File: src/rtl/ppgbd_pkg.sv
`timescale 1ns / 1ps
// ----------------------------------------------------------------------------
// ppgbd_pkg
// Shared types and constants of the pulse beat detector: configuration set,
// front-to-back event, divider request and response, register map.
// ----------------------------------------------------------------------------
package ppgbd_pkg;

    localparam int RING_DEPTH  = 8;
    localparam int SLOT_W      = (RING_DEPTH > 1) ? $clog2(RING_DEPTH) : 1;
    localparam int CNT_W       = $clog2(RING_DEPTH + 1);
    localparam int SUM_W       = 8 + CNT_W;
    localparam int DIV_W       = 16;
    localparam int DIV_STEP_W  = $clog2(DIV_W + 1);
    localparam int QUEUE_DEPTH = 2;
    localparam int QPTR_W      = (QUEUE_DEPTH > 1) ? $clog2(QUEUE_DEPTH) : 1;
    localparam int ADDR_W      = 5;

    localparam logic [DIV_W-1:0]  BPM_NUMERATOR = 16'd60000;
    localparam logic signed [17:0] MAX_RESET    = -18'sd9999;
    localparam logic signed [17:0] MIN_RESET    = 18'sd9999;

    localparam logic [17:0]        PRESENCE_DEFAULT = 18'd100000;
    localparam logic [16:0]        CREST_DEFAULT    = 17'd100;
    localparam logic signed [17:0] TROUGH_DEFAULT   = -18'sd100;
    localparam logic [1:0]         RISE_DEFAULT     = 2'd2;
    localparam logic [7:0]         FLOOR_DEFAULT    = 8'd45;
    localparam logic [7:0]         CEILING_DEFAULT  = 8'd150;

    typedef enum logic [2:0] {
        REG_PRESENCE = 3'd0,
        REG_CREST    = 3'd1,
        REG_TROUGH   = 3'd2,
        REG_RISE     = 3'd3,
        REG_FLOOR    = 3'd4,
        REG_CEILING  = 3'd5
    } reg_idx_t;

    typedef struct packed {
        logic [17:0]        presence_threshold;
        logic [16:0]        crest_level;
        logic signed [17:0] trough_level;
        logic [1:0]         rise_needed;
        logic [7:0]         bpm_floor;
        logic [7:0]         bpm_ceiling;
    } cfg_t;

    typedef struct packed {
        logic        present;
        logic        beat;
        logic [15:0] ms;
    } event_t;

    typedef struct packed {
        logic             start;
        logic [DIV_W-1:0] dividend;
        logic [DIV_W-1:0] divisor;
    } div_req_t;

    typedef struct packed {
        logic             done;
        logic [DIV_W-1:0] quotient;
    } div_rsp_t;

endpackage

File: src/rtl/ppgbd_front.sv
`timescale 1ns / 1ps
// ----------------------------------------------------------------------------
// ppgbd_front
// Presence check and crest / trough / rise beat machine, one sample per
// cycle unless the queue is full; pushes one event per sample into the queue.
// ----------------------------------------------------------------------------
module ppgbd_front (
    input  logic               clk,
    input  logic               rst_n,
    input  ppgbd_pkg::cfg_t    cfg,
    input  logic               in_valid,
    output logic               in_ready,
    input  logic [17:0]        raw_ir,
    input  logic signed [17:0] filtered_ir,
    input  logic [15:0]        elapsed_ms,
    input  logic               q_full,
    output logic               q_push,
    output ppgbd_pkg::event_t  q_data
);

    logic signed [17:0] prev_reg;
    logic               prev_valid_reg;
    logic               crest_reg;
    logic               trough_reg;
    logic [1:0]         rise_reg;
    logic signed [17:0] max_reg;
    logic signed [17:0] min_reg;
    logic [15:0]        ms_reg;

    logic        present;
    logic [16:0] ms_sum;
    logic [15:0] ms_sat;
    logic        rising;
    logic [1:0]  rise_inc;
    logic        fire;
    logic        max_hit;
    logic        crest_hit;
    logic        crest_after;
    logic        min_hit;
    logic        trough_hit;

    assign in_ready = !q_full;
    assign q_push   = in_valid && in_ready;

    always_comb
    begin
        present     = raw_ir >= cfg.presence_threshold;
        ms_sum      = {1'b0, ms_reg} + {1'b0, elapsed_ms};
        ms_sat      = ms_sum[16] ? 16'hFFFF : ms_sum[15:0];
        rising      = crest_reg && trough_reg && (filtered_ir > prev_reg);
        rise_inc    = rise_reg + 2'd1;
        fire        = prev_valid_reg && rising && (rise_inc >= cfg.rise_needed);
        max_hit     = filtered_ir > max_reg;
        crest_hit   = $signed({filtered_ir[17], filtered_ir}) > $signed({2'b00, cfg.crest_level});
        crest_after = crest_reg || (max_hit && crest_hit);
        min_hit     = crest_after && (filtered_ir < min_reg);
        trough_hit  = filtered_ir < cfg.trough_level;
        q_data      = '{present: present, beat: present && fire, ms: ms_sat};
    end

    always_ff @(posedge clk or negedge rst_n)
    begin
        if (!rst_n)
        begin
            prev_reg       <= '0;
            prev_valid_reg <= 1'b0;
            crest_reg      <= 1'b0;
            trough_reg     <= 1'b0;
            rise_reg       <= '0;
            max_reg        <= ppgbd_pkg::MAX_RESET;
            min_reg        <= ppgbd_pkg::MIN_RESET;
            ms_reg         <= '0;
        end
        else if (q_push)
        begin
            if (!present)
            begin
                prev_reg       <= '0;
                prev_valid_reg <= 1'b0;
                crest_reg      <= 1'b0;
                trough_reg     <= 1'b0;
                rise_reg       <= '0;
                max_reg        <= ppgbd_pkg::MAX_RESET;
                min_reg        <= ppgbd_pkg::MIN_RESET;
                ms_reg         <= '0;
            end
            else
            begin
                prev_reg       <= filtered_ir;
                prev_valid_reg <= 1'b1;
                ms_reg         <= fire ? 16'd0 : ms_sat;
                if (prev_valid_reg)
                begin
                    if (fire)
                    begin
                        crest_reg  <= 1'b0;
                        trough_reg <= 1'b0;
                        rise_reg   <= '0;
                        max_reg    <= ppgbd_pkg::MAX_RESET;
                        min_reg    <= ppgbd_pkg::MIN_RESET;
                    end
                    else
                    begin
                        // rise count only moves up; a fall leaves it as it is
                        if (rising)
                        begin
                            rise_reg <= rise_inc;
                        end
                        if (max_hit)
                        begin
                            max_reg <= filtered_ir;
                        end
                        crest_reg <= crest_after;
                        if (min_hit)
                        begin
                            min_reg <= filtered_ir;
                            if (trough_hit)
                            begin
                                trough_reg <= 1'b1;
                            end
                        end
                    end
                end
            end
        end
    end

endmodule

File: src/rtl/ppgbd_queue.sv
`timescale 1ns / 1ps
// ----------------------------------------------------------------------------
// ppgbd_queue
// Short event queue between the detection front and the rate back end.
// ----------------------------------------------------------------------------
module ppgbd_queue (
    input  logic              clk,
    input  logic              rst_n,
    input  logic              push,
    input  ppgbd_pkg::event_t push_data,
    input  logic              pop,
    output ppgbd_pkg::event_t head,
    output logic              full,
    output logic              empty
);

    ppgbd_pkg::event_t                entry_reg [ppgbd_pkg::QUEUE_DEPTH];
    logic [ppgbd_pkg::QPTR_W-1:0]     wr_ptr_reg;
    logic [ppgbd_pkg::QPTR_W-1:0]     rd_ptr_reg;
    logic [ppgbd_pkg::QPTR_W:0]       count_reg;

    logic do_push;
    logic do_pop;

    assign full    = count_reg == (ppgbd_pkg::QPTR_W + 1)'(ppgbd_pkg::QUEUE_DEPTH);
    assign empty   = count_reg == '0;
    assign do_push = push && !full;
    assign do_pop  = pop && !empty;
    assign head    = entry_reg[rd_ptr_reg];

    always_ff @(posedge clk)
    begin
        if (do_push)
        begin
            entry_reg[wr_ptr_reg] <= push_data;
        end
    end

    always_ff @(posedge clk or negedge rst_n)
    begin
        if (!rst_n)
        begin
            wr_ptr_reg <= '0;
            rd_ptr_reg <= '0;
            count_reg  <= '0;
        end
        else
        begin
            if (do_push)
            begin
                wr_ptr_reg <= (wr_ptr_reg == ppgbd_pkg::QPTR_W'(ppgbd_pkg::QUEUE_DEPTH - 1))
                              ? '0 : wr_ptr_reg + 1'b1;
            end
            if (do_pop)
            begin
                rd_ptr_reg <= (rd_ptr_reg == ppgbd_pkg::QPTR_W'(ppgbd_pkg::QUEUE_DEPTH - 1))
                              ? '0 : rd_ptr_reg + 1'b1;
            end
            if (do_push && !do_pop)
            begin
                count_reg <= count_reg + 1'b1;
            end
            else if (do_pop && !do_push)
            begin
                count_reg <= count_reg - 1'b1;
            end
        end
    end

endmodule

File: src/rtl/ppgbd_div.sv
`timescale 1ns / 1ps
// ----------------------------------------------------------------------------
// ppgbd_div
// Restoring radix-2 unsigned divider, one quotient bit per cycle.
// ----------------------------------------------------------------------------
module ppgbd_div (
    input  logic                clk,
    input  logic                rst_n,
    input  ppgbd_pkg::div_req_t req,
    output ppgbd_pkg::div_rsp_t rsp
);

    logic [ppgbd_pkg::DIV_W-1:0]      rem_reg;
    logic [ppgbd_pkg::DIV_W-1:0]      quo_reg;
    logic [ppgbd_pkg::DIV_W-1:0]      divisor_reg;
    logic [ppgbd_pkg::DIV_STEP_W-1:0] step_reg;
    logic                             busy_reg;
    logic                             done_reg;

    logic [ppgbd_pkg::DIV_W+1:0] trial;

    assign trial = {1'b0, rem_reg, quo_reg[ppgbd_pkg::DIV_W-1]} - {2'b00, divisor_reg};
    assign rsp   = '{done: done_reg, quotient: quo_reg};

    always_ff @(posedge clk or negedge rst_n)
    begin
        if (!rst_n)
        begin
            rem_reg     <= '0;
            quo_reg     <= '0;
            divisor_reg <= '0;
            step_reg    <= '0;
            busy_reg    <= 1'b0;
            done_reg    <= 1'b0;
        end
        else if (req.start)
        begin
            rem_reg     <= '0;
            quo_reg     <= req.dividend;
            divisor_reg <= req.divisor;
            step_reg    <= '0;
            busy_reg    <= 1'b1;
            done_reg    <= 1'b0;
        end
        else if (busy_reg)
        begin
            // dividend shifts out of the top while quotient bits come in below
            if (!trial[ppgbd_pkg::DIV_W+1])
            begin
                rem_reg <= trial[ppgbd_pkg::DIV_W-1:0];
                quo_reg <= {quo_reg[ppgbd_pkg::DIV_W-2:0], 1'b1};
            end
            else
            begin
                rem_reg <= {rem_reg[ppgbd_pkg::DIV_W-2:0], quo_reg[ppgbd_pkg::DIV_W-1]};
                quo_reg <= {quo_reg[ppgbd_pkg::DIV_W-2:0], 1'b0};
            end
            step_reg <= step_reg + 1'b1;
            if (step_reg == ppgbd_pkg::DIV_STEP_W'(ppgbd_pkg::DIV_W - 1))
            begin
                busy_reg <= 1'b0;
                done_reg <= 1'b1;
            end
        end
        else
        begin
            done_reg <= 1'b0;
        end
    end

endmodule

File: src/rtl/ppgbd_back.sv
`timescale 1ns / 1ps
// ----------------------------------------------------------------------------
// ppgbd_back
// Rate back end: beat interval division, rate ring, in-band ring walk and
// averaging, result register towards the output stream.
// ----------------------------------------------------------------------------
module ppgbd_back (
    input  logic                clk,
    input  logic                rst_n,
    input  ppgbd_pkg::cfg_t     cfg,
    input  logic                q_empty,
    input  ppgbd_pkg::event_t   q_head,
    output logic                q_pop,
    output ppgbd_pkg::div_req_t div_req,
    input  ppgbd_pkg::div_rsp_t div_rsp,
    input  logic                out_ready,
    output logic                out_valid,
    output logic                finger_present,
    output logic                beat,
    output logic [15:0]         latest_bpm,
    output logic [7:0]          average_bpm
);

    typedef enum logic [2:0] {
        ST_IDLE,
        ST_BPM_DIV,
        ST_WALK,
        ST_AVG_DIV,
        ST_DONE
    } state_t;

    state_t                         state_reg;
    logic [15:0]                    ring_reg [ppgbd_pkg::RING_DEPTH];
    logic [ppgbd_pkg::SLOT_W-1:0]   slot_reg;
    logic [ppgbd_pkg::SLOT_W-1:0]   idx_reg;
    logic [ppgbd_pkg::SUM_W-1:0]    sum_reg;
    logic [ppgbd_pkg::CNT_W-1:0]    cnt_reg;
    logic [15:0]                    last_bpm_reg;
    logic [7:0]                     avg_reg;
    logic                           present_reg;
    logic                           beat_reg;
    logic                           start_reg;
    logic [ppgbd_pkg::DIV_W-1:0]    dividend_reg;
    logic [ppgbd_pkg::DIV_W-1:0]    divisor_reg;
    logic                           out_valid_reg;
    logic                           out_present_reg;
    logic                           out_beat_reg;
    logic [15:0]                    out_bpm_reg;
    logic [7:0]                     out_avg_reg;

    logic [15:0]                    entry;
    logic                           in_band;
    logic [ppgbd_pkg::SUM_W-1:0]    sum_next;
    logic [ppgbd_pkg::CNT_W-1:0]    cnt_next;
    logic                           load;

    always_comb
    begin
        entry    = ring_reg[idx_reg];
        in_band  = (entry > {8'd0, cfg.bpm_floor}) && (entry < {8'd0, cfg.bpm_ceiling});
        sum_next = in_band ? sum_reg + ppgbd_pkg::SUM_W'(entry[7:0]) : sum_reg;
        cnt_next = in_band ? cnt_reg + 1'b1 : cnt_reg;
        q_pop    = (state_reg == ST_IDLE) && !q_empty;
        load     = (state_reg == ST_DONE) && (!out_valid_reg || out_ready);
        div_req  = '{start: start_reg, dividend: dividend_reg, divisor: divisor_reg};
    end

    assign out_valid      = out_valid_reg;
    assign finger_present = out_present_reg;
    assign beat           = out_beat_reg;
    assign latest_bpm     = out_bpm_reg;
    assign average_bpm    = out_avg_reg;

    always_ff @(posedge clk or negedge rst_n)
    begin
        if (!rst_n)
        begin
            state_reg       <= ST_IDLE;
            for (int i = 0; i < ppgbd_pkg::RING_DEPTH; i++)
            begin
                ring_reg[i] <= '0;
            end
            slot_reg        <= '0;
            idx_reg         <= '0;
            sum_reg         <= '0;
            cnt_reg         <= '0;
            last_bpm_reg    <= '0;
            avg_reg         <= '0;
            present_reg     <= 1'b0;
            beat_reg        <= 1'b0;
            start_reg       <= 1'b0;
            dividend_reg    <= '0;
            divisor_reg     <= '0;
            out_valid_reg   <= 1'b0;
            out_present_reg <= 1'b0;
            out_beat_reg    <= 1'b0;
            out_bpm_reg     <= '0;
            out_avg_reg     <= '0;
        end
        else
        begin
            case (state_reg)
                ST_IDLE:
                begin
                    if (q_pop)
                    begin
                        present_reg <= q_head.present;
                        beat_reg    <= q_head.beat;
                        idx_reg     <= '0;
                        sum_reg     <= '0;
                        cnt_reg     <= '0;
                        if (!q_head.present)
                        begin
                            // no finger: ring and last rate go back to zero, slot stays
                            for (int i = 0; i < ppgbd_pkg::RING_DEPTH; i++)
                            begin
                                ring_reg[i] <= '0;
                            end
                            last_bpm_reg <= '0;
                            avg_reg      <= '0;
                            state_reg    <= ST_DONE;
                        end
                        else if (q_head.beat)
                        begin
                            dividend_reg <= ppgbd_pkg::BPM_NUMERATOR;
                            divisor_reg  <= (q_head.ms == 16'd0) ? 16'd1 : q_head.ms;
                            start_reg    <= 1'b1;
                            state_reg    <= ST_BPM_DIV;
                        end
                        else
                        begin
                            state_reg <= ST_WALK;
                        end
                    end
                end
                ST_BPM_DIV:
                begin
                    start_reg <= 1'b0;
                    if (div_rsp.done)
                    begin
                        last_bpm_reg       <= div_rsp.quotient;
                        ring_reg[slot_reg] <= div_rsp.quotient;
                        slot_reg           <= (slot_reg == ppgbd_pkg::SLOT_W'(ppgbd_pkg::RING_DEPTH - 1))
                                              ? '0 : slot_reg + 1'b1;
                        state_reg          <= ST_WALK;
                    end
                end
                ST_WALK:
                begin
                    sum_reg <= sum_next;
                    cnt_reg <= cnt_next;
                    if (idx_reg == ppgbd_pkg::SLOT_W'(ppgbd_pkg::RING_DEPTH - 1))
                    begin
                        idx_reg <= '0;
                        if (cnt_next == '0)
                        begin
                            avg_reg   <= '0;
                            state_reg <= ST_DONE;
                        end
                        else
                        begin
                            dividend_reg <= ppgbd_pkg::DIV_W'(sum_next);
                            divisor_reg  <= ppgbd_pkg::DIV_W'(cnt_next);
                            start_reg    <= 1'b1;
                            state_reg    <= ST_AVG_DIV;
                        end
                    end
                    else
                    begin
                        idx_reg <= idx_reg + 1'b1;
                    end
                end
                ST_AVG_DIV:
                begin
                    start_reg <= 1'b0;
                    if (div_rsp.done)
                    begin
                        avg_reg   <= div_rsp.quotient[7:0];
                        state_reg <= ST_DONE;
                    end
                end
                ST_DONE:
                begin
                    if (load)
                    begin
                        state_reg <= ST_IDLE;
                    end
                end
                default:
                begin
                    state_reg <= ST_IDLE;
                end
            endcase

            // result register: a waiting result does not hold up the next event
            if (load)
            begin
                out_valid_reg   <= 1'b1;
                out_present_reg <= present_reg;
                out_beat_reg    <= beat_reg;
                out_bpm_reg     <= last_bpm_reg;
                out_avg_reg     <= avg_reg;
            end
            else if (out_ready)
            begin
                out_valid_reg <= 1'b0;
            end
        end
    end

endmodule

File: src/rtl/ppg_beat_detector_bpm.sv
`timescale 1ns / 1ps
// ----------------------------------------------------------------------------
// ppg_beat_detector_bpm
// Optical pulse beat detector with beat rate ring and in-band rate average.
// ----------------------------------------------------------------------------
// The front end takes one sample per cycle while the queue has room and
// queues a two-entry event list; the back end turns each event into one
// result. A sample with no finger clears the ring and last rate and goes
// straight to the result; a present sample walks the ring, reading one of
// the 8 rate entries per cycle, and divides for the average when some ring
// entry lies in band; a beat first divides 60000 by the beat interval. Both
// divisions use the shared 16-step radix-2 divider. Input is held off while
// the queue is full; a finished result waits in the output register while
// the back end starts on the next event.
// Configuration registers sit on the APB port at byte address 4*i.
module ppg_beat_detector_bpm (
    input  logic                          clk,
    input  logic                          rst_n,
    input  logic                          s_tvalid,
    output logic                          s_tready,
    // raw_ir [17:0], filtered_ir [35:18], elapsed_ms [51:36], zero [55:52]
    input  logic [55:0]                   s_tdata,
    output logic                          m_tvalid,
    input  logic                          m_tready,
    // latest_bpm [15:0], average_bpm [23:16]
    output logic [23:0]                   m_tdata,
    // finger_present [0], beat [1]
    output logic [1:0]                    m_tuser,
    input  logic                          psel,
    input  logic                          penable,
    input  logic                          pwrite,
    input  logic [ppgbd_pkg::ADDR_W-1:0]  paddr,
    input  logic [31:0]                   pwdata,
    output logic [31:0]                   prdata,
    output logic                          pready
);

    logic [17:0]        presence_reg;
    logic [16:0]        crest_reg;
    logic signed [17:0] trough_reg;
    logic [1:0]         rise_reg;
    logic [7:0]         floor_reg;
    logic [7:0]         ceiling_reg;

    ppgbd_pkg::cfg_t     cfg;
    ppgbd_pkg::event_t   push_data;
    ppgbd_pkg::event_t   q_head;
    ppgbd_pkg::div_req_t div_req;
    ppgbd_pkg::div_rsp_t div_rsp;
    ppgbd_pkg::reg_idx_t reg_idx;
    logic                q_push;
    logic                q_pop;
    logic                q_full;
    logic                q_empty;
    logic                cfg_write;
    logic                finger_present;
    logic                beat;
    logic [15:0]         latest_bpm;
    logic [7:0]          average_bpm;

    assign pready    = 1'b1;
    assign cfg_write = psel && penable && pwrite && pready;
    assign reg_idx   = ppgbd_pkg::reg_idx_t'(paddr[4:2]);

    assign cfg = '{presence_threshold: presence_reg,
                   crest_level:        crest_reg,
                   trough_level:       trough_reg,
                   rise_needed:        rise_reg,
                   bpm_floor:          floor_reg,
                   bpm_ceiling:        ceiling_reg};

    always_ff @(posedge clk or negedge rst_n)
    begin
        if (!rst_n)
        begin
            presence_reg <= ppgbd_pkg::PRESENCE_DEFAULT;
            crest_reg    <= ppgbd_pkg::CREST_DEFAULT;
            trough_reg   <= ppgbd_pkg::TROUGH_DEFAULT;
            rise_reg     <= ppgbd_pkg::RISE_DEFAULT;
            floor_reg    <= ppgbd_pkg::FLOOR_DEFAULT;
            ceiling_reg  <= ppgbd_pkg::CEILING_DEFAULT;
        end
        else if (cfg_write)
        begin
            case (reg_idx)
                ppgbd_pkg::REG_PRESENCE: presence_reg <= pwdata[17:0];
                ppgbd_pkg::REG_CREST:    crest_reg    <= pwdata[16:0];
                ppgbd_pkg::REG_TROUGH:   trough_reg   <= $signed(pwdata[17:0]);
                ppgbd_pkg::REG_RISE:     rise_reg     <= pwdata[1:0];
                ppgbd_pkg::REG_FLOOR:    floor_reg    <= pwdata[7:0];
                ppgbd_pkg::REG_CEILING:  ceiling_reg  <= pwdata[7:0];
                default:
                begin
                end
            endcase
        end
    end

    always_comb
    begin
        case (reg_idx)
            ppgbd_pkg::REG_PRESENCE: prdata = {14'd0, presence_reg};
            ppgbd_pkg::REG_CREST:    prdata = {15'd0, crest_reg};
            ppgbd_pkg::REG_TROUGH:   prdata = {14'd0, trough_reg};
            ppgbd_pkg::REG_RISE:     prdata = {30'd0, rise_reg};
            ppgbd_pkg::REG_FLOOR:    prdata = {24'd0, floor_reg};
            ppgbd_pkg::REG_CEILING:  prdata = {24'd0, ceiling_reg};
            default:                 prdata = 32'd0;
        endcase
    end

    ppgbd_front u_front (
        .clk         (clk),
        .rst_n       (rst_n),
        .cfg         (cfg),
        .in_valid    (s_tvalid),
        .in_ready    (s_tready),
        .raw_ir      (s_tdata[17:0]),
        .filtered_ir ($signed(s_tdata[35:18])),
        .elapsed_ms  (s_tdata[51:36]),
        .q_full      (q_full),
        .q_push      (q_push),
        .q_data      (push_data)
    );

    ppgbd_queue u_queue (
        .clk       (clk),
        .rst_n     (rst_n),
        .push      (q_push),
        .push_data (push_data),
        .pop       (q_pop),
        .head      (q_head),
        .full      (q_full),
        .empty     (q_empty)
    );

    ppgbd_div u_div (
        .clk   (clk),
        .rst_n (rst_n),
        .req   (div_req),
        .rsp   (div_rsp)
    );

    ppgbd_back u_back (
        .clk            (clk),
        .rst_n          (rst_n),
        .cfg            (cfg),
        .q_empty        (q_empty),
        .q_head         (q_head),
        .q_pop          (q_pop),
        .div_req        (div_req),
        .div_rsp        (div_rsp),
        .out_ready      (m_tready),
        .out_valid      (m_tvalid),
        .finger_present (finger_present),
        .beat           (beat),
        .latest_bpm     (latest_bpm),
        .average_bpm    (average_bpm)
    );

    assign m_tdata = {average_bpm, latest_bpm};
    assign m_tuser = {beat, finger_present};

    // a beat can only come from a sample with a finger on the sensor
    assert property (@(posedge clk) disable iff (!rst_n)
        m_tvalid && m_tuser[1] |-> m_tuser[0])
        else $error("beat reported without finger present");

    // with no finger the ring and last rate are cleared, so both rates read zero
    assert property (@(posedge clk) disable iff (!rst_n)
        m_tvalid && !m_tuser[0] |-> m_tdata == 24'd0)
        else $error("nonzero rate reported without finger present");

endmodule

File: config.mk
export PLATFORM = sky130hd
export DESIGN_NAME = ppg_beat_detector_bpm
export DESIGN_NICKNAME = d
export VERILOG_FILES = /design/src/rtl/ppgbd_pkg.sv /design/src/rtl/ppgbd_front.sv /design/src/rtl/ppgbd_queue.sv /design/src/rtl/ppgbd_div.sv /design/src/rtl/ppgbd_back.sv /design/src/rtl/ppg_beat_detector_bpm.sv
export SDC_FILE = /design/constraint.sdc
export NUM_CORES = 1
export LEC_CHECK = 0
export ABC_CLOCK_PERIOD_IN_PS = 6200
export BUFFER_PORTS_ARGS = -buffer_cell sky130_fd_sc_hd__clkbuf_2
export CAP_MARGIN = 20
export CELL_PAD_IN_SITES_DETAIL_PLACEMENT = 1
export CELL_PAD_IN_SITES_GLOBAL_PLACEMENT = 2
export CORE_MARGIN = 2
export CORE_UTILIZATION = 41
export CTS_CLUSTER_DIAMETER = 80
export CTS_CLUSTER_SIZE = 16
export DETAILED_ROUTE_END_ITERATION = 7
export GPL_TIMING_DRIVEN = 0
export PLACE_DENSITY_LB_ADDON = 0.1
export SYNTH_ARGS = -nofsm -noshare
export SYNTH_HDL_FRONTEND = slang
export SYNTH_HIERARCHICAL = 1
export SYNTH_SLANG_ARGS = --single-unit
File: constraint.sdc
create_clock -name clk -period 6.2 [get_ports clk]
set_clock_uncertainty 0.2 [all_clocks]
set_input_delay 1.24 -clock clk [delete_from_list [all_inputs] [get_ports clk]]
set_output_delay 1.24 -clock clk [all_outputs]
set_load 0.1 [all_outputs]
Yosys cells after proc, flatten, opt, wreduce, memory -nomap -nowiden
Memories as Yosys holds them, arrays and structs flattened.
Cells that the tools add are included.
{ "word_totals": {"regBits": 444, "ram_bits": 36, "in_bits": 100, "output_inout_bits": 61, "elab_cells": 267, "mem_count": 1} }
{ "op_classes": {"add_sub_neg": 12, "magnitude_cmp": 12, "n_eq_ne": 29, "muxes": 106, "bitwise_logic": 2, "reduce_logical": 57} }
{ "memory_table": {"columns": ["name", "depth", "width", "read_ports", "rd_clocked_by_memory_dff", "write_ports", "line_no", "text"], "rows": [
  ["u_queue.entry_reg", 2, 18, 1, 0, 1, "ppgbd_queue.sv:17", "ppgbd_pkg::event_t entry_reg [ppgbd_pkg::QUEUE_DEPTH];"]
]} }
{ "ops": {"columns": ["cell", "n"], "rows": [
  ["$mux 16", 25],
  ["$mux 128", 3],
  ["$pmux 128 s2", 1],
  ["$mux 18", 9],
  ["$bwmux 128", 1],
  ["$pmux 18 s6", 1],
  ["$pmux 16 s2", 3],
  ["$gt 18x18->1", 3],
  ["$bmux 16 s3", 1],
  ["$demux 16 s3", 1],
  ["$mux 8", 5],
  ["$lt 18x18->1", 2],
  ["$mux 3", 10],
  ["$mux 1", 27],
  ["$mux 12", 2],
  ["$pmux 12 s2", 1],
  ["$pmux 8 s3", 1],
  ["$reduce_and 2->1", 10],
  ["$ge 18x18->1", 1],
  ["$logic_and 1x1->1", 18],
  ["$reduce_and 6->1", 3],
  ["$sub 17x16->18", 1],
  ["$add 16x16->17", 1],
  ["$gt 16x8->1", 1],
  ["other kinds (40)", 87]
]} }

Logic depth before layout (Yosys ltp)
{ "logic_depth": {"depth_word": 11, "mapped_depth": 16, "ltp_nobuf": 13} }

Hierarchy
The synthesis kept the hierarchy.
{ "modules_own_cells": {"columns": ["mod", "instances", "cells_each", "area_each_um2", "seq_area_each_um2"], "rows": [
  ["ppgbd_back", 1, 1064, 10749.1, 5905.7],
  ["ppgbd_front", 1, 733, 6729.0, 1900.6],
  ["ppg_beat_detector_bpm", 1, 271, 3639.7, 1816.7],
  ["ppgbd_div", 1, 340, 3194.3, 1376.3],
  ["ppgbd_queue", 1, 75, 1545.2, 1181.1]
]} }

Worst setup path before layout
OpenSTA, ideal clock, no wires.
{ "synth_timing": {"path_kind": "input -> output", "startpoint": "input paddr[2] (netlist name)", "endpoint": "output prdata[4]", "arrival_time_ps": 3841, "required_time_ps": 4760, "path_slack_ps": 919, "cell_stages": 4, "path_cell_list": "buf_2 > buf_2 > nand2b_1 > o21ai_0"} }
{ "synth_via": {"elab_chain_len": 2, "elab_cells_between_ends": 7, "cone_classes": "eq/ne (5); mux (1); reduce/logical (1)"} }
{ "synth_lines": {"columns": ["element", "line_no", "text"], "rows": [
  ["start, declared", "ppg_beat_detector_bpm.sv:32", "input logic [ppgbd_pkg::ADDR_W-1:0] paddr,"],
  ["$eq 3x3->1, or another cell as far along", "ppg_beat_detector_bpm.sv:101", "case (reg_idx)"],
  ["$pmux 18 s6 *", "ppg_beat_detector_bpm.sv:101", null],
  ["end, declared", "ppg_beat_detector_bpm.sv:34", "output logic [31:0] prdata,"]
]} }
Mark *: on every way between the ends. The rest lies on a longest branch, timed or not.

Final worst setup path
{ "layout_timing": {"startpoint": "register u_back/idx_reg[1] (netlist name)", "endpoint": "register u_back/divisor_reg[1] (netlist name)"} }
{ "layout_via": {"elab_chain_len": 10, "elab_cells_between_ends": 16, "cone_classes": "order compare (2); eq/ne (3); mux (7); bitwise (1); reduce/logical (3)"} }
{ "layout_lines": {"columns": ["element", "line_no", "text"], "rows": [
  ["start, declared", "ppgbd_back.sv:35", "logic [ppgbd_pkg::SLOT_W-1:0] idx_reg;"],
  ["start signal, assigned", "ppgbd_back.sv:170", "idx_reg <= idx_reg + 1'b1;"],
  ["$not 3->4 (not written as such)", "ppgbd_back.sv:59", "entry = ring_reg[idx_reg];"],
  ["$bmux 16 s3", "ppgbd_back.sv:59", null],
  ["$mux 16 (not written as such) (2 in series)", "ppgbd_back.sv:59", null],
  ["$gt 16x8->1 / $lt 16x8->1 (equally long branches)", "ppgbd_back.sv:60", "in_band = (entry > {8'd0, cfg.bpm_floor}) && (entry < {8'd0, cfg.bpm_ceiling});"],
  ["$logic_and 1x1->1", "ppgbd_back.sv:60", null],
  ["$mux 4", "ppgbd_back.sv:62", "cnt_next = in_band ? cnt_reg + 1'b1 : cnt_reg;"],
  ["$logic_not 4->1 / $mux 16 (equally long branches)", "ppgbd_back.sv:155", "if (cnt_next == '0)"],
  ["$ne 2x2->1 (no source line) / $mux 16 (equally long branches)", null, null],
  ["$reduce_and 6->1 (no source line) / $pmux 16 s2 (equally long branches)", null, null],
  ["end signal, assigned", "ppgbd_back.sv:126", "divisor_reg <= (q_head.ms == 16'd0) ? 16'd1 : q_head.ms;"],
  ["end signal, assigned", "ppgbd_back.sv:163", "divisor_reg <= ppgbd_pkg::DIV_W'(cnt_next);"],
  ["end, declared", "ppgbd_back.sv:44", "logic [ppgbd_pkg::DIV_W-1:0] divisor_reg;"]
]} }
Parallel ways exist; a longest one is shown, timed or not. The select of a mux whose other input is x is not followed.
A chain may end at the register's enable or synchronous reset.

==> flow_metrics.py <==
metrics = {
    "outcome": {
        "status": "finished, final reports clean",
    },
    "clock_tree": {
        "cts.sinks": 477,
        "cts_buffers": 39,
        "htreeDepth": 2,
        "clk_latency_ns": 0.57,
        "path_clk_slew_ns": 0.07,
        "cts_setup_buffers": 0,
        "cts_tree": "built",
        "cts.path.max_buffers": 3,
        "root_buffer": "clkbuf_16",
    },
    "power_and_ir_drop": {
        "p_sw_frac": 0.426,
        "ir_drop_mv": 0.207,
        "seqPwrFrac": 0.346,
        "power.density_mw_per_mm2": 460,
        "p_comb_frac": 0.464,
        "p_sw_w": 0.00568,
        "p_int_w": 0.00765,
        "leakagePower_nw": 13.5,
        "power_frac_clock": 0.191,
    },
    "worst_setup_path": {
        "worst-path-stages": 15,
        "slowest_stage": "clkbuf_1",
        "r2r_slack_ns": 0.32,
        "r2r_end": "u_back/divisor_reg[1]$_DFFE_PN0P_",
        "path_cells": "clkbuf_1 > clkbuf_1 > mux4_2 > mux2_2 > ha_1 > a21oi_1 > a21boi_0 > nor4_1 > nand3_2 > nor3_4 > mux2_4 > and2_1 > buf_2 > buf_6 > mux2_1",
        "path_buf_inv": 4,
        "critical_path_arrival_ns": 6.14,
        "critPathKind": "reg -> reg",
        "crit_path_frequent_cell": "clkbuf_1",
        "endpoint_kind": "flop",
        "cp_max_fo": 10,
        "r2r-start": "u_back/idx_reg[1]$_DFFE_PN0P_",
        "cp_top_family": "multiplexers",
        "critPathLaunchType": "flop",
        "required_ns": 6.46,
        "cpPeakStageDelay_ns": 0.60,
        "r2r_cells": 15,
    },
    "flow_run": {
        "cap_viol_max_count": 0,
    },
    "synthesis": {
        "yosysTopAreaCell": "dfrtp_1",
        "ys_top_cells_by_area": "dfrtp_1 (38%), ha_1 (8.2%), dfstp_2 (5.2%)",
        "synth.most_common_cell": "dfrtp_1",
        "synth_edf_count": 36,
        "synth.distinct_cells": 111,
        "yosysSeqAreaShare": 0.471,
        "synth-adder-area-share": 0.0846,
        "ys.flop_type": "dfrtp_1",
        "synthSimpleGateAreaFrac": 0.127,
        "synthArstFlopShare": 0.925,
        "synth_top_area_share": 0.377,
        "syn-mean-instance-area_sq_um": 10.4,
        "syn_inst": 2483,
        "synth_compound_area_frac": 0.151,
        "synthMuxAreaShare": 0.0965,
        "ys_ff_latch": 477,
        "synth_common_cells": "dfrtp_1 (390), nand2_1 (316), o21ai_0 (227)",
        "synth_top_family_by_area": "compound AO/OA/AOI/OAI gates",
        "yosysWarnings": 6,
        "syn_area_sq_mm": 0.0259,
        "yosys.area_share.xor_xnor": 0.0142,
    },
    "global_routing": {
        "grt_max_degree": 114,
        "grt_pass1_vias": 20537,
        "grt_pass1_wl_mm": 116,
        "overflow": 0,
        "track_usage": 0.228,
        "antenna_found_initial": 0,
    },
    "timing": {
        "rsz0062_at_grt": "no",
        "hold-worst-slack_ns": 0.266,
        "finalCritPeriodShare": 0.949,
        "max_slew.worst_pin.slew_ns": 0.927,
        "setup_violations": 0,
        "finalHoldViolations": 0,
        "fmaxAchievable_mhz": 170,
        "relSlewSlack": 0.382,
        "fin_ws_ns": 0.319,
        "finalSetupTns_ns": 0,
        "finalMaxSlewViolations": 0,
        "min_period_ns": 5.88,
    },
    "finish": {
        "final_nets": 2939,
        "fill_cells": 7000,
        "fin_area_sq_mm": 0.0290,
        "num_antenna_cells": 0,
        "multi_input_area_sq_mm": 0.0123,
        "syn_to_final_growth_pct": 12.0,
        "register_area_sq_mm": 0.0122,
        "drive_above_1_share": 0.188,
        "largest_reg_flops": 128,
        "finalNonFillerCells": 3538,
    },
    "route": {
        "first_pass_iters": 4,
        "dr_total_vias": 19326,
        "drt_iter0_drc": 913,
        "drt_drc_violations_left": 0,
        "vias_per_cell": 5.46,
        "wl_per_cell_um": 20.6,
        "drt_wl_total_mm": 72.8,
        "postRouteAntennaNets": 0,
    },
    "die": {
        "start_util": 0.412,
        "io_pins": 161,
        "row_count": 92,
        "die_area_sq_mm": 0.0651,
        "core_sq_mm": 0.0627,
        "die_width_um": 255,
        "die_h_um": 255,
    },
    "min_path": {
        "hold_depth": 2,
        "hp-class": "reg -> reg",
        "worstHoldStart": "u_back/last_bpm_reg[13]$_DFFE_PN0P_",
        "min_to": "u_back/last_bpm_reg[13]$_DFFE_PN0P_",
    },
    "placed_design": {
        "routabilityCongestion": 0.825,
        "place_area_sq_mm": 0.0277,
        "post-dp-hpwl_mm": 54.1,
        "pre_cts_slack_ns": -0.173,
        "numPortBuffers": 123,
        "dp_cells": 3470,
    },
}
## worst register-to-register path: stages, from the launching register on
cell and delay, ns:
dfrtp_1 0.47, clkbuf_1 0.61, clkbuf_1 0.60, mux4_2 0.42, mux2_2 0.37, ha_1 0.34, a21oi_1 0.15, a21boi_0 0.15
nor4_1 0.51, nand3_2 0.39, nor3_4 0.39, mux2_4 0.40, and2_1 0.17, buf_2 0.15, buf_6 0.15, mux2_1 0.30
## repair_timing
action | in CTS | in global routing
endpoints found under the setup margin | 18 | 10
resized for setup | 2 | 2
hold buffers | 0 | 0
## kinds of logic (layout without fill, tap and decap cells)
kind of cell	after synthesis	after routing
AO/OA/AOI/OAI	589	589
AND/OR/NAND/NOR	676	676
other	3	16
adder cells (fa/ha/maj)	173	173
buffers and inverters	317	513
flip-flops	477	477
XOR/XNOR	42	42
multiplexers	206	206
## stage by stage
stage | total power [W] | util
finish | 0.0133 | 0.462
global route | 0.0143 | 0.462
CTS | 0.0134 | 0.461
detailed placement | 0.0108 | 0.442
global placement | 0.0106 | 0.440
floorplan | 0.00904 | -
## routing by layer
metal  up-vias  global-route usage  part of all wire  routed length, um
met5         -                   0                 0                  0
met3        82              0.0203             0.024               1720
li1       9149                   -                 -                  -
met4         0              0.0551             0.021               1540
met1      9848               0.303              0.46              33500
met2       247               0.402              0.50              36100
## worst max-delay path by stage
stage,start,to,slack [ns]
global placement,rst_n,u_front/ms_reg[10]$_DFFE_PN0P_,-6.49
CTS,u_back/idx_reg[1]$_DFFE_PN0P_,u_back/avg_reg[4]$_DFFE_PN0P_,0.006
finish,u_back/idx_reg[1]$_DFFE_PN0P_,u_back/divisor_reg[1]$_DFFE_PN0P_,0.32
floorplan,paddr[2],prdata[4],0.92
detailed placement,u_back/idx_reg[0]$_DFFE_PN0P_,u_back/avg_reg[4]$_DFFE_PN0P_,-0.17
global route,u_back/idx_reg[0]$_DFFE_PN0P_,u_back/divisor_reg[1]$_DFFE_PN0P_,0.1
## placed cells by master (no fill, tap or decap), types with 13 or more instances in the layout
cell type,instances
buf_4,24
clkbuf_16,42
mux2_4,20
nand3_1,78
o21ai_0,227
a31oi_1,13
nor3_1,20
a21oi_1,82
mux2_1,15
xnor2_1,27
mux2_2,89
conb_1,16
mux4_2,16
nand2_1,316
buf_2,20
nand2b_1,23
xor2_1,15
edfxtp_1,36
dfstp_2,51
clkbuf_1,82
inv_1,184
a211oi_1,30
a22o_1,25
a21o_1,42
dfrtp_1,390
clkbuf_2,122
o21ai_1,22
mux2i_1,65
ha_1,170
nor4_1,21
nand4_1,24
nor2b_1,16
nor2_1,90
## power groups by stage
stage	Sequential (W)	Combinational [W]	Clock [W]
after global routing	0.00471	0.00682	0.00274
after floorplan	0.00476	0.00428	0
final	0.00461	0.00618	0.00254
after CTS	0.00462	0.00620	0.00263
after detailed placement	0.00467	0.00616	0
after global placement	0.00464	0.00594	0
## layout make-up
cell class / instances / share of cell area
Multi-Input combinational cell: 1702 / 0.425
Inverter: 184 / 0.0238
Clock buffer: 57 / 0.0393
Buffer: 133 / 0.0258
Clock inverter: 10 / 0.00337
Sequential cell: 477 / 0.421
Tap cell: 846 / 0.0365
Timing Repair Buffer: 129 / 0.0258
Power figures use the tool's default switching activity.
